$ cat config.mk
export PLATFORM = sky130hd
export DESIGN_NAME = sdsrr_ram
export DESIGN_NICKNAME = d
export VERILOG_FILES = /design/src/sv/sdsrr_ram.sv
export SDC_FILE = /design/constraint.sdc
export NUM_CORES = 1
export LEC_CHECK = 0
export BUFFER_PORTS_ARGS = -buffer_cell sky130_fd_sc_hd__clkbuf_2
export CAP_MARGIN = 20
export CORE_ASPECT_RATIO = 1.4
export CORE_MARGIN = 4
export CORE_UTILIZATION = 65
export CTS_CLUSTER_DIAMETER = 40
export DETAILED_ROUTE_END_ITERATION = 8
export GPL_ROUTABILITY_DRIVEN = 1
export MAX_ROUTING_LAYER = met4
export PLACE_DENSITY = 0.82
export SLEW_MARGIN = 40
export SYNTH_ARGS = -nofsm -noshare
export SYNTH_HDL_FRONTEND = slang
export SYNTH_SLANG_ARGS = --single-unit
export TNS_END_PERCENT = 10
$ cat constraint.sdc
create_clock -name clk_i -period 3.6 [get_ports clk_i]
set_clock_uncertainty 0.2 [all_clocks]
set_input_delay 0.72 -clock clk_i [delete_from_list [all_inputs] [get_ports clk_i]]
set_output_delay 0.72 -clock clk_i [all_outputs]
set_load 0.02 [all_outputs]
$ cat src/sv/sdsrr_ram.sv
// Generic simple dual-port RAM with registered read.
module sdsrr_ram #(
  parameter int unsigned WIDTH = 8,
  parameter int unsigned DEPTH = 64
) (
  input  logic                     clk_i,
  input  logic                     we_i,
  input  logic [$clog2(DEPTH)-1:0] waddr_i,
  input  logic [WIDTH-1:0]         wdata_i,
  input  logic [$clog2(DEPTH)-1:0] raddr_i,
  output logic [WIDTH-1:0]         rdata_o
);

  logic [WIDTH-1:0] mem_q [DEPTH];

  always_ff @(posedge clk_i) begin
    if (we_i) begin
      mem_q[waddr_i] <= wdata_i;
    end
    rdata_o <= mem_q[raddr_i];
  end

endmodule

* Word level (Yosys, flattened, before mapping)
Memory sizes are Yosys's and may differ from the RTL's. A register that Yosys moved wholly into a read port is not among the register bits.
Cells that the tools add are included.
** Storage, ports and cells
- Input bits :: 22
- Memories :: 1
- Word-level logic and storage cells :: 3
- Register bits :: 0
- Bits in writable memories :: 512
- Output and inout port bits :: 8
** Memory list
- mem_q :: words 64, width 8, rd ports 1, clocked after Yosys merged registers in 1, wr ports 1, RTL line 14 : logic [WIDTH-1:0] mem_q [DEPTH];
** Cells by class
- Mux-type cells :: 2
** Operators with widths (number)
- $mux W1 :: 2

* Depth between registers and ports, before layout
- Word-level depth :: 2
- Gate-level depth with buffers :: 9
- Gate-level depth less buffers :: 5

* Worst setup path before layout
No wires, ideal clock.
- Path kind :: input-to-reg
- Start point :: in raddr_i[1]
- End point :: reg rdata_o[3] (read register of mem_q)
- Cell stages on the path :: 7
- Data required time :: 3272 ps
- Path slack :: 1012 ps
- Arrival time :: 2260 ps
- Buffers on the path :: 3
- Path through :: buf_4 -> buf_2 -> buf_2 -> mux4_2 -> mux4_2 -> o21ai_1 -> o41ai_1
** RTL lines
- start, declared :: RTL line 10 : input logic [$clog2(DEPTH)-1:0] raddr_i,
- end, declared :: RTL line 11 : output logic [WIDTH-1:0] rdata_o

==> out/qor.yml <==
clock_tree_from_tritoncts: "yes"
maxSlewViolCount: 0
syn_to_final_growth_pct: 12.6
route.detailed.wl_per_inst_um: 30.3
dominantRegCellSynth: "sky130_fd_sc_hd__edfxtp_1"
timing.fmax_mhz: 378
clockRootBuffer: "sky130_fd_sc_hd__clkbuf_16"
synth_mux_area_share_pct: 15.9
finish.net_count: 1080
boundaryPins: 30
timing.final.hold_violations: 0
synth_xor_area_share_pct: 0
grt_max_degree: 65
critical_path_class: "in2reg"
synth_largest_area_cell: "sky130_fd_sc_hd__edfxtp_1"
synth_cell_types: 40
sequential_share_of_the_synthesized_area_pct: 77.0
outcome: "complete, no violations"
power_density_mw_per_mm2: 533
cts_inserted_buffers: 46
clk-insertion-delay-late_ps: 560
layout-drive-gt1-share_pct: 30.3
timing.final.crit_period_ps: 2650
preCtsSetupSlack_ps: 450
initialDrtViolationCount: 1268
via_per_inst: 6.87
async_flop_share_pct: 0
firstDrtPassIters: 6
global_route.overflow_total: 0
yosysWarnings: 0
regToRegEndpoint: "rdata_o[6]"
synth_simple_gate_area_share_pct: 3.39
synth-adder-area-share_pct: 0
die_area_mm2: 0.0339
initial_utilization_pct: 65.7
min_from: "waddr_i[1]"
setup_viol_count_final: 0
rr_startpoint: "mem_q[29][6]"
min_delay_worst_endpoint: "mem_q[48][2]"
core_area_mm2: 0.0307
rsz0062_at_grt: "false"
critical_path.startpoint_type: "input pin"
port_buffers: 29
wire_length_of_the_first_global_routing_pass_mm: 67.2
gr-usage-all-layers_pct: 28.2
design_power_total_w: 0.0121
grt_pass1_vias: 10400
synthCells: 940
drc: 0
cts-resized-gates: 0
synth_nets: 962
reported_leakage_power_nw: 7.28
path_max_fanout: 38
critical_path_required_ps: 3810
placedCellCount: 1400
regToRegSetupSlack_ps: 1090
yosys-top-cells-area: "sky130_fd_sc_hd__edfxtp_1, sky130_fd_sc_hd__mux4_2, sky130_fd_sc_hd__nor2_1, sky130_fd_sc_hd__mux2i_1, sky130_fd_sc_hd__dfxtp_1"
cp_data_arrival_time_ps: 2860
synth-compound-area-share_pct: 2.07
worst_r2r_path_depth: 5
cts_hold_repair.buffers: 0
transition_time_of_the_tightest_slew_check_pin_ps: 790
fp-row-count: 76
dp_hpwl_mm: 27.6
cts.reportedPaths.clkPinSlew_ps: 70
cts_setup_buffers: 0
flops_latches_synth: 520
vdd_ir_drop_max_uv: 529
routed_wl_mm: 44.9
die_width_um: 157
die_height_um: 216
synth.cell_area_mm2: 0.0202
detail_route_antenna_nets: 0
cts_buffer_depth: 3
layout_cells_excl_fill: 1483
via_count: 10200
antenna_violations_before_repair: 2
worstSetupEndpointType: "flip-flop"
hold_path_cells: 2
worst_slack_ps: 954
tns_ps: 0
max_capacitance_violation_count: 0
syn-mean-instance-area_um2: 21.5
timing.max_slew.rel_slack_pct: 47.2
cts.htree.levels: 2
finalWeightedCongestion: 0.933
dominant_combinational_cell_family_by_area_after_synthesis: "multiplexers"
timing.final.crit_share_pct: 73.5
hold_class: "in2reg"
portion_of_synthesized_cell_area_occupied_by_the_leading_cell_type_pct: 76.2
cts_num_sinks: 520
synth_edf_count: 512
[cells in the mapped netlist (3+ instances only)]
master,n
sky130_fd_sc_hd__mux4_2,126
sky130_fd_sc_hd__nand2b_1,7
sky130_fd_sc_hd__clkbuf_1,17
sky130_fd_sc_hd__buf_6,4
sky130_fd_sc_hd__o2111ai_1,3
sky130_fd_sc_hd__buf_4,13
sky130_fd_sc_hd__nor3_1,7
sky130_fd_sc_hd__edfxtp_1,512
sky130_fd_sc_hd__a21oi_1,3
sky130_fd_sc_hd__a211oi_1,4
sky130_fd_sc_hd__o221ai_1,8
sky130_fd_sc_hd__nand3_1,13
sky130_fd_sc_hd__o22ai_1,8
sky130_fd_sc_hd__nor2b_1,14
sky130_fd_sc_hd__o2bb2ai_1,3
sky130_fd_sc_hd__a22oi_1,3
sky130_fd_sc_hd__nand3b_1,3
sky130_fd_sc_hd__mux2i_1,23
sky130_fd_sc_hd__buf_1,4
sky130_fd_sc_hd__nand2_1,19
sky130_fd_sc_hd__nor2_1,83
sky130_fd_sc_hd__dfxtp_1,8
sky130_fd_sc_hd__a221oi_1,6
sky130_fd_sc_hd__buf_2,11
sky130_fd_sc_hd__mux2_2,13
[critical path, cell delays in order]
cell	delay (ps)
sky130_fd_sc_hd__buf_4	330
sky130_fd_sc_hd__buf_12	290
sky130_fd_sc_hd__nand2b_1	330
sky130_fd_sc_hd__a211oi_1	370
sky130_fd_sc_hd__nor4_1	90
sky130_fd_sc_hd__nor3_1	490
sky130_fd_sc_hd__o32ai_1	210
[kinds of logic (layout without fill, tap and decap cells)]
group                  count (synthesis)  count (layout)
flip-flops                           520             520
AND/OR/NAND/NOR                      153             153
buffers and inverters                 51             202
multiplexers                         162             162
AO/OA/AOI/OAI                         54              54
other                                  0               2
[worst max-delay path by stage]
| stage | start | endpoint | slack, ps | cells past startpoint |
|---|---|---|---|---|
| after floorplan | raddr_i[1] | rdata_o[3] | 1010 | 7 |
| after global placement | raddr_i[1] | rdata_o[4] | 460 | 7 |
| after detailed placement | raddr_i[1] | rdata_o[4] | 450 | 7 |
| after CTS | raddr_i[0] | rdata_o[3] | 980 | 7 |
| after global routing | raddr_i[0] | rdata_o[3] | 870 | 7 |
| final | raddr_i[1] | rdata_o[6] | 950 | 7 |
[metal layers]
metal | vias to the layer above | track usage, % | wire, um | part of all wire, %
met2 | 695 | 45.0 | 23000 | 51
met4 | 0 | 11.8 | 2260 | 5.0
met1 | 5188 | 37.1 | 15100 | 34
li1 | 4153 | - | - | -
met3 | 146 | 4.17 | 4420 | 9.8
met5 | - | - | 0 | 0
[power breakdown]
part           switching (W)  total (W)  internal [W]
registers          0.0000242    0.00672       0.00670
clock network        0.00209    0.00472       0.00263
logic               0.000408   0.000654      0.000246
[per-stage QoR]
stage | hold WS, ps | area (um^2) | util [%]
after floorplan | 518 | 20200 | -
after global placement | 594 | 21300 | 69.2
after detailed placement | 630 | 21300 | 69.2
after CTS | 460 | 22700 | 73.9
after global routing | 504 | 22700 | 73.9
final | 516 | 22700 | 73.9
[cell type report]
cell class / count / area [um^2]
timing repair buffer: 121 / 917
multi-input combinational: 369 / 4320
clock inverter: 25 / 236
antenna: 2 / 5.00
tap: 390 / 488
fill: 1628 / 8010
clock buffer: 56 / 1210
sequential: 520 / 15500
[registers in the layout (all words and copies together) (netlist names)]
signal and count:
mem_q 512, rdata_o 8
[cells in the final DEF, fill, tap and decap left out, types with 13 or more instances in the layout]
cell	instances
sky130_fd_sc_hd__mux2i_1	23
sky130_fd_sc_hd__nor2_1	83
sky130_fd_sc_hd__clkbuf_16	47
sky130_fd_sc_hd__mux2_2	13
sky130_fd_sc_hd__clkbuf_2	24
sky130_fd_sc_hd__mux4_2	126
sky130_fd_sc_hd__nor2b_1	14
sky130_fd_sc_hd__buf_4	89
sky130_fd_sc_hd__nand3_1	13
sky130_fd_sc_hd__nand2_1	19
sky130_fd_sc_hd__edfxtp_1	512
Note: power is estimated with default switching activity, not from simulation.
